`config.mk`:
```
export PLATFORM = sky130hd
export DESIGN_NAME = tccw_front
export DESIGN_NICKNAME = d
export VERILOG_FILES = /design/src/rtl/core/tccw_pkg.sv /design/src/rtl/core/tccw_front.sv
export SDC_FILE = /design/constraint.sdc
export NUM_CORES = 1
export LEC_CHECK = 0
export BUFFER_PORTS_ARGS = -buffer_cell sky130_fd_sc_hd__buf_2
export CAP_MARGIN = 20
export CORE_MARGIN = 3
export CORE_UTILIZATION = 55
export CTS_BUF_LIST = sky130_fd_sc_hd__clkbuf_2 sky130_fd_sc_hd__clkbuf_4 sky130_fd_sc_hd__clkbuf_8
export DETAILED_ROUTE_END_ITERATION = 10
export HOLD_SLACK_MARGIN = 0.15
export PLACE_DENSITY = 0.87
export REMOVE_ABC_BUFFERS = 1
export SYNTH_ARGS = -nofsm -noshare
export SYNTH_HDL_FRONTEND = slang
export SYNTH_SLANG_ARGS = --single-unit
```
`constraint.sdc`:
```
create_clock -name clk -period 3.1 [get_ports clk]
set_clock_uncertainty 0.05 [all_clocks]
set_input_delay 0.155 -clock clk [delete_from_list [all_inputs] [get_ports clk]]
set_output_delay 0.155 -clock clk [all_outputs]
set_load 0.01 [all_outputs]
```
`src/rtl/core/tccw_pkg.sv`:
```
// Shared types and constants for the text console cell writer.
// Used by tccw_front, tccw_back and text_console_cell_writer_top; no dependencies.

package tccw_pkg;

    // Fixed field widths of the item and result ports.
    localparam int KIND_W  = 2;
    localparam int CHAR_W  = 8;
    localparam int COLOR_W = 8;
    localparam int ROW_W   = 6;
    localparam int COL_W   = 7;
    localparam int CELL_W  = 16;

    // Cell address width for the largest grid (64 rows of 128 columns).
    localparam int ADDR_W = 13;

    // Item kinds as they arrive on the kind port.
    localparam logic [KIND_W-1:0] KIND_PUT   = 2'd0;
    localparam logic [KIND_W-1:0] KIND_CLEAR = 2'd1;
    localparam logic [KIND_W-1:0] KIND_READ  = 2'd2;

    localparam logic [CHAR_W-1:0] CH_NEWLINE = 8'd10;
    localparam logic [CHAR_W-1:0] CH_TAB     = 8'd9;

    localparam logic [2:0] TAB_STEPS = 3'd5;

    // Classified operation handed from the front to the back.
    typedef enum logic [2:0] {
        OP_CHAR,
        OP_NEWLINE,
        OP_TAB,
        OP_CLEAR,
        OP_READ,
        OP_NOP
    } op_t;

    typedef struct packed {
        op_t               op;
        logic [CELL_W-1:0] cell_data;
        logic [ADDR_W-1:0] addr;
    } cmd_t;

    typedef enum logic [2:0] {
        ST_INIT,
        ST_IDLE,
        ST_ADV,
        ST_SCROLL,
        ST_SCR_CLR,
        ST_CLEAR,
        ST_RD,
        ST_DONE
    } state_t;

endpackage

```
`src/rtl/core/tccw_front.sv`:
```
// Front end of the console: accepts items, classifies them and holds them in a
// two-entry command queue for the back end. Depends on tccw_pkg.

module tccw_front #(
    parameter int ROWS = 25,
    parameter int COLS = 80
) (
    input  logic                         clk,
    input  logic                         rst_n,
    input  logic                         push,
    output logic                         full,
    input  logic [tccw_pkg::KIND_W-1:0]  kind,
    input  logic [tccw_pkg::CHAR_W-1:0]  char_code,
    input  logic [tccw_pkg::COLOR_W-1:0] color,
    input  logic [tccw_pkg::ROW_W-1:0]   read_row,
    input  logic [tccw_pkg::COL_W-1:0]   read_col,
    input  logic                         init_busy,
    output logic                         cmd_valid,
    output tccw_pkg::cmd_t               cmd,
    input  logic                         cmd_take
);

    tccw_pkg::cmd_t queue_reg [0:1];
    logic           wr_ptr_reg, wr_ptr_next;
    logic           rd_ptr_reg, rd_ptr_next;
    logic [1:0]     count_reg, count_next;

    tccw_pkg::cmd_t new_cmd;
    logic           accept;
    logic           in_grid;

    assign full      = (count_reg == 2'd2) || init_busy;
    assign accept    = push && !full;
    assign cmd_valid = (count_reg != 2'd0);
    assign cmd       = queue_reg[rd_ptr_reg];

    assign in_grid = (32'(read_row) < 32'(ROWS)) && (32'(read_col) < 32'(COLS));

    always_comb
    begin
        new_cmd.cell_data = {color, char_code};
        new_cmd.addr = tccw_pkg::ADDR_W'(read_row) * tccw_pkg::ADDR_W'(COLS)
                       + tccw_pkg::ADDR_W'(read_col);
        priority if (kind == tccw_pkg::KIND_PUT)
        begin
            if (char_code == tccw_pkg::CH_NEWLINE)
                new_cmd.op = tccw_pkg::OP_NEWLINE;
            else if (char_code == tccw_pkg::CH_TAB)
                new_cmd.op = tccw_pkg::OP_TAB;
            else
                new_cmd.op = tccw_pkg::OP_CHAR;
        end
        else if (kind == tccw_pkg::KIND_CLEAR)
            new_cmd.op = tccw_pkg::OP_CLEAR;
        else if (kind == tccw_pkg::KIND_READ && in_grid)
            new_cmd.op = tccw_pkg::OP_READ;
        else
            new_cmd.op = tccw_pkg::OP_NOP;
    end

    always_comb
    begin
        wr_ptr_next = wr_ptr_reg;
        rd_ptr_next = rd_ptr_reg;
        count_next  = count_reg;
        if (accept)
            wr_ptr_next = !wr_ptr_reg;
        if (cmd_take && cmd_valid)
            rd_ptr_next = !rd_ptr_reg;
        if (accept && !(cmd_take && cmd_valid))
            count_next = count_reg + 2'd1;
        else if (!accept && cmd_take && cmd_valid)
            count_next = count_reg - 2'd1;
    end

    always_ff @(posedge clk or negedge rst_n)
    begin
        if (!rst_n)
        begin
            wr_ptr_reg <= 1'b0;
            rd_ptr_reg <= 1'b0;
            count_reg  <= 2'd0;
        end
        else
        begin
            wr_ptr_reg <= wr_ptr_next;
            rd_ptr_reg <= rd_ptr_next;
            count_reg  <= count_next;
        end
    end

    always_ff @(posedge clk)
    begin
        if (accept)
            queue_reg[wr_ptr_reg] <= new_cmd;
    end

endmodule

```
== Word level (Yosys, flattened, before mapping) ==
Memory sizes are Yosys's and may differ from the RTL's.
Cells that the tools add are included.
Word-level totals
  register bits after elaboration: 4
  bits in writable memories: 64
  bits of input ports: 36
  output and inout bits: 34
  logic and storage cells: 40
  memories: 1
Memories
  queue_reg: words 2, width 32, read ports 1, clocked after memory_dff 0, wr ports 1, line tccw_front.sv:23  | tccw_pkg::cmd_t queue_reg [0:1];
Cells by class
  add/sub/neg operators: 3
  multipliers: 1
  order comparisons: 2
  equal/unequal tests: 5
  muxes and demuxes: 9
  reduce and logical (&&, ||, !) cells: 16
Operators by type and width (count)
  8-bit by 4-bit equality test with 1-bit output (second input constant): 2
  13-bit by 7-bit adder with 13-bit output: 1
  6-bit by 3-bit multiplier with 9-bit output (second input constant): 1
  2-bit two-way mux: 4
  1-bit logical AND: 7
  7-bit < comparator (second input constant): 1
  6-bit by 5-bit < comparator with 1-bit output (second input constant): 1
  3-bit two-way mux: 2
  1-bit zero test: 5
  2-bit equality test (second input constant): 2
  2-bit nonzero test: 2
  1-bit two-way mux: 3
  2-bit by 1-bit adder with 2-bit output (second input constant): 1
  2-bit by 1-bit equality test with 1-bit output (second input constant): 1
  2-bit zero test: 1
  2-bit by 1-bit subtractor with 2-bit output (second input constant): 1
  1-bit logical OR: 1

== Longest topological paths before layout ==
Gate-level depths: netlist of the first run.
  depth after elaboration: 9
  depth in mapped cells: 7
  gate-level depth less buffers: 7

== Least setup slack after synthesis of the first run ==
No wires, ideal clock.
  path type: flip-flop to flip-flop
  from: register count_reg[0]
  to: memory queue_reg[0][0] in the netlist's numbering, enable pin
  setup time: 421 ps
  data arrival time: 2080 ps
  required time: 2629 ps
  setup slack: 549 ps
  stages on the path, launching flop included: 4
  buffers on the path: 0
  period minus slack after synthesis: 2551 ps
  cell sequence: dfrtp_1 > nand2b_1 > nand3b_1 > nor2_1
Between the ends
  word-level cells in the longest chain between the ends: 6
Ends and longest elaborated chain
  start: declaration: line tccw_front.sv:26  | logic [1:0] count_reg, count_next;
  start signal: assignment: line tccw_front.sv:88  | count_reg <= count_next;
  2-bit equality test: line tccw_front.sv:32  | assign full = (count_reg == 2'd2) || init_busy;
  1-bit logical OR: line tccw_front.sv:32
  1-bit zero test: line tccw_front.sv:33  | assign accept = push && !full;
  1-bit logical AND: line tccw_front.sv:33
  1-bit two-way mux: line tccw_front.sv:94  | if (accept)
  1-bit two-way mux (implied by the code): line tccw_front.sv:95  | queue_reg[wr_ptr_reg] <= new_cmd;
  end: declaration: line tccw_front.sv:23
No other way between the ends.

==> results of run 1 <==
[Yosys cell counts (all sizes together) (2+ instances only)]
cell / instances
o21ai: 2
mux2: 32
xnor2: 5
clkbuf: 2
nor2: 4
fa: 2
a21o: 2
xor2: 7
buf: 3
a21oi: 6
or2: 2
nand2b: 3
dfrtp: 4
nand2: 2
nor3: 2
ha: 11
nand3: 2
nand3b: 2
inv: 3
edfxtp: 64
[worst paths after layout]
path	end	depth (start not counted)
setup / recovery	queue_reg[1][12]$_DFFE_PP_	8
hold / removal	count_reg[1]$_DFFE_PN0P_	3
setup reg to reg	queue_reg[0][8]$_DFFE_PP_	4
hold reg to reg	wr_ptr_reg$_DFFE_PN0P_	1
max in group asynchronous	count_reg[1]$_DFFE_PN0P_	3
min in group asynchronous	count_reg[0]$_DFFE_PN0P_	3
[area by class of cell]
cell class              count  area (sq um)
clock inverters             6          31.3
fillers                   324          1290
inverters                   3          11.3
clock buffers              10           131
flip-flops and latches     68          2020
repair buffers            101           666
multi-input cells          95           897
well taps                  70          87.6
[stage by stage]
step / instance area (sq um) / instances / setup WS, ns / hold slack [ns]
3_3_place_gp: 3410 / 310 / 0.880 / -0.0851
6_report: 3850 / 353 / 0.689 / 0.182
3_5_place_dp: 3410 / 310 / 0.783 / -0.0828
4_1_cts: 3850 / 353 / 0.711 / 0.165
2_1_floorplan: 2930 / 166 / 0.549 / -0.191
5_1_grt: 3850 / 353 / 0.531 / 0.177
[power breakdown]
group / total, W / switching, W / internal [W]
combinational: 0.000835 / 0.000401 / 0.000434
clock: 0.000581 / 0.000290 / 0.000290
sequential: 0.00125 / 0.0000877 / 0.00117
total: 0.00267 / 0.000779 / 0.00189
[critical path, cell delays in order]
cell,delay (ns)
dlygate4sd3_1,0.54
buf_2,0.14
ha_1,0.19
ha_1,0.21
fa_1,0.40
xor2_1,0.27
nand4b_1,0.21
o31ai_1,0.36
[per-layer routing]
layer,up-vias,track usage [%],wire length (microns)
met3,12,3.97,246
met4,0,9.97,117
met1,889,20.6,2160
met5,-,0,0
met2,59,35.3,3080
li1,879,-,-
[repair_timing]
action,CTS,global route
hold endpoints to repair,53,0
setup endpoints to repair,0,0
hold buffers,27,0
buffers inserted,0,0
[cells by family (layout without fill, tap and decap cells)]
kind of cell    Yosys count  count (layout)  synth area share [%]
buf+inv                   8             120                  1.15
compound gates           15              15                  3.31
simple gates             23              23                  5.14
fa+ha+maj                13              13                  6.03
mux                      32              32                  12.2
flops                    68              68                  68.6
xor+xnor                 12              12                  3.57
==> run_results.csv, run 1 <==
group,metric,value,unit
run_status,status,"finished, final reports clean",
sta,worstMarginPinSlew,0.710,ns
sta,finalMaxSlewViolations,0,
routing,vias_per_cell,5.21,
routing,dr.pass1.iters,4,
pwr,cellPowerDensity,694,nW/um^2
critical_path,worstPathArrival,2.47,ns
global_route,grt_pass1_wl,8930,microns
sta,finalCriticalPeriod,2.41,ns
floorplan,die_w,79.2,microns
floorplan,core,5140,sq um
final_layout,insertedDiodeCount,0,
routing,ant_nets,0,
critical_path,startpoint,"read_row[0]",
synth,yosys_warnings,0,
final_layout,synthToLayoutAreaGrowth,30.5,%
worst_hold_path,hp-class,"in -> reg",
synth,ys_ff_latch,68,
routing,wl_per_cell,15.9,microns
floorplan,pin_count,70,
cts,htree_levels,3,
routing,drc,0,
cts,max-clock-path-buffers,2,
synth,synth.area.top_cells,"edfxtp_1, mux2_2, ha_1",
placement,routabilityCongestion,0.776,
critical_path,r2r_start,"count_reg[0]$_DFFE_PN0P_",
synth,yosysSeqAreaShare,68.6,%
cts,cts_tree,"built",
cts,cts.clk_slew.worst_paths,0.06,ns
cts,cts_resized,0,
sta,fmax,0.415,GHz
cts,root_buffer,"clkbuf_8",
floorplan,chipHeight,79.2,microns
cts,clkLatencyLatePin,0.31,ns
synth,synth_area_per_cell,17.2,sq um
synth,synthArstFlopShare,5.88,%
synth,synth_flop_cell,"edfxtp_1",
final_layout,final_common_cell,"buf_2",
routing,wl,5600,microns
sta,hold_viol,0,
critical_path,worstPathRequired,3.16,ns
final_layout,nets,327,
worst_hold_path,hold_path.startpoint,"init_busy",
critical_path,crit_path_start_kind,"primary input",
sta,rsz0062_at_grt,"no",
pwr,finalPower,0.00267,W
final_layout,finish.utilization,74.8,%
cts,cts_made_buffers,9,
floorplan,row_count,26,
critical_path,crit_type,"in -> reg",
synth,synth_top_area_share,65.2,%
placement,dp_hpwl,3750,microns
synth,synth_top_area_cell,"edfxtp_1",
routing,num_vias,1839,
global_route,first_global_vias,1894,
critical_path,path_max_fanout,3,
global_route,antenna_found_initial,0,
critical_path,r2r_setup_slack,1.43,ns
global_route,grt_overflow,0,
pwr,p_leak,1.51,nW
global_route,grt_max_degree,22,
final_layout,largest_reg_flops,64,
final_layout,layout_common_cells,"buf_2, edfxtp_1, mux2_2, dlygate4sd3_1, ha_1",
synth,syn_inst,171,
sta,setup_viol,0,
global_route,grt_usage,19.2,%
run,cap_violations,0,
critical_path,endpoint_kind,"register",
sta,setup-tns-final,0,ns
placement,port_buffers,69,
synth,synth_edf_count,64,
floorplan,initial_core_util,57.4,%
synth,yosysUniqueCellTypes,33,
cts,cts_sinks,68,
pwr,ir_drop,0.000299,V
sta,slew_headroom,52.7,%
sta,period_share,77.8,%
floorplan,die-area,6270,sq um
final_layout,drive_gt1_share,45.2,%
synth,syn-cell-area,2950,sq um
routing,drt_first_iter_violations,96,
(Power assumes the default switching activity.)
==> run 2, diff against run 1 <==
CORE_UTILIZATION = 50   (was 55)
PLACE_DENSITY = 0.83   (was 0.87)
clock period = 2.1 ns   (was 3.1 ns; I/O delays follow)
==> run_results.csv, run 2 (synthesized netlist as in run 1, its figures left out) <==
group,metric,value,unit
run_status,status,"finished, final reports clean",
sta,worstMarginPinSlew,0.346,ns
critical_path,path_delay_family,"buffers and inverters",
final_layout,largest_reg_flops,64,
final_layout,layout_common_cells,"buf_2, edfxtp_1, mux2_2, dlygate4sd3_1, ha_1",
critical_path,path_max_fanout,3,
critical_path,crit_type,"in -> reg",
final_layout,nFillCells,392,
worst_hold_path,hp-class,"in -> reg",
placement,routabilityCongestion,0.746,
sta,fmax,0.545,GHz
cts,cts.clk_slew.worst_paths,0.07,ns
pwr,p_int,0.00306,W
routing,drt_first_iter_violations,73,
final_layout,synthToLayoutAreaGrowth,34.3,%
cts,cts_sinks,68,
sta,finalMaxSlewViolations,0,
cts,cts_made_buffers,9,
pwr,ir_drop,0.000470,V
pwr,clockPowerShare,27.5,%
cts,cts_tree,"built",
final_layout,insertedDiodeCount,0,
critical_path,reg2reg_depth,4,
floorplan,row_count,27,
sta,setup_viol,0,
cts,clkLatencyLatePin,0.33,ns
critical_path,crit_path_start_kind,"primary input",
final_layout,drive_gt1_share,46.4,%
routing,vias_per_cell,5.00,
sta,hold_viol,0,
pwr,comb_power_share,30.4,%
global_route,grt_max_degree,18,
final_layout,final_cell_area,3960,sq um
routing,num_vias,1805,
worst_hold_path,worstHoldPathCells,3,
pwr,seqPwrFrac,42.2,%
floorplan,chipHeight,82.8,microns
global_route,grt_usage,16.7,%
sta,rsz0062_at_grt,"no",
global_route,first_global_vias,1841,
critical_path,cp_slowest_stage_delay,0.55,ns
pwr,p_sw,0.00119,W
critical_path,worstPathArrival,1.85,ns
final_layout,final_common_cell,"buf_2",
pwr,switching_share,27.9,%
run,cap_violations,0,
floorplan,die-area,6850,sq um
final_layout,nets,333,
floorplan,initial_core_util,52.6,%
floorplan,core,5610,sq um
global_route,grt_overflow,0,
floorplan,die_w,82.8,microns
cts,htree_levels,3,
routing,wl_per_cell,14.6,microns
sta,period_share,87.4,%
global_route,antenna_found_initial,0,
critical_path,endpoint_kind,"register",
placement,dp_hpwl,3790,microns
cts,max-clock-path-buffers,2,
sta,fin_ws,0.265,ns
placement,port_buffers,69,
critical_path,worst-path-stages,7,
pwr,p_leak,1.56,nW
sta,slew_headroom,76.8,%
critical_path,crit_path_cell_trace,"buf_2 > dlygate4sd3_1 > ha_1 > fa_1 > a21oi_1 > nand4b_1 > o31ai_1",
placement,post_dp_cell_area,3440,sq um
cts,root_buffer,"clkbuf_8",
placement,pre_cts_ws,-0.0718,ns
global_route,grt_pass1_wl,8290,microns
pwr,finalPower,0.00425,W
routing,drc,0,
floorplan,pin_count,70,
critical_path,critPathSlowestCell,"dlygate4sd3_1",
final_layout,final_cell_count_no_fill,361,
sta,finalCriticalPeriod,1.83,ns
critical_path,path_buf_inv,2,
routing,dr.pass1.iters,4,
final_layout,finish.utilization,70.6,%
routing,wl,5280,microns
pwr,cellPowerDensity,1070,nW/um^2
routing,ant_nets,0,
critical_path,worstPathRequired,2.11,ns
placement,placed_cells,316,
run 2: changes by cell type in the layout (fill, tap and decap cells not counted):
| cell | delta |
|---|---|
| clkinv_4 | +1 |
| bufinv_16 | +2 |
| buf_4 | +5 |
| clkinv_1 | -2 |
| dlygate4sd3_1 | +2 |
| clkinv_2 | -1 |
| nor2_2 | -2 |
| nor2_4 | +2 |
| clkbuf_4 | -1 |
| buf_12 | -1 |
| clkbuf_8 | +1 |
run 2: what timing repair did:
item | in CTS | in global routing
buffers inserted | 0 | 0
hold buffers | 29 | 0
hold endpoints to repair | 56 | 0
gates resized for setup | 0 | 0
run 2: power groups by stage:
stage	combinational [W]	sequential, W	clock, W
2_1_floorplan	0.000709	0.00188	0
3_3_place_gp	0.00124	0.00181	0
3_5_place_dp	0.00126	0.00182	0
4_1_cts	0.00131	0.00179	0.00119
5_1_grt	0.00141	0.00181	0.00127
6_report	0.00129	0.00179	0.00117
run 2: final cells by class:
cell class              count  area (sq um)  share of cell area [%]
clock inverters             6          87.6                    2.21
well taps                  72          90.1                    2.28
clock buffers              10           138                    3.48
flip-flops and latches     68          2020                    51.1
multi-input cells          95           907                    22.9
inverters                   3          11.3                   0.284
repair buffers            107           703                    17.8
run 2: worst paths after layout:
path / startpoint / endpoint / slack, ns
max in group asynchronous: rst_n / wr_ptr_reg$_DFFE_PN0P_ / 1.23
setup / recovery: read_row[0] / queue_reg[1][12]$_DFFE_PP_ / 0.27
hold reg to reg: count_reg[0]$_DFFE_PN0P_ / count_reg[0]$_DFFE_PN0P_ / 0.49
hold / removal: read_row[5] / queue_reg[0][12]$_DFFE_PP_ / 0.17
setup reg to reg: count_reg[0]$_DFFE_PN0P_ / queue_reg[0][9]$_DFFE_PP_ / 0.42
min in group asynchronous: rst_n / count_reg[0]$_DFFE_PN0P_ / 0.60
run 2: per-stage QoR:
| stage | hold WS [ns] | TNS (ns) |
|---|---|---|
| global route | 0.188 | 0 |
| global placement | -0.136 | -0.149 |
| detailed placement | -0.134 | -0.265 |
| CTS | 0.153 | 0 |
| floorplan | -0.241 | -28.85 |
| finish | 0.170 | 0 |
run 2: worst register-to-register path: cells and delay by family, from the launching register on:
family | cells | cell delay (ns)
buf+inv | 1 | 0.27
flops | 1 | 0.42
simple gates | 3 | 0.63
run 2: routing by layer:
layer	global-route usage [%]	vias to the layer above	wire length, microns
li1	-	886	-
met1	18.8	868	2120
met2	29.2	44	2820
met3	4.86	7	274
met4	7.52	0	68
met5	0	-	0
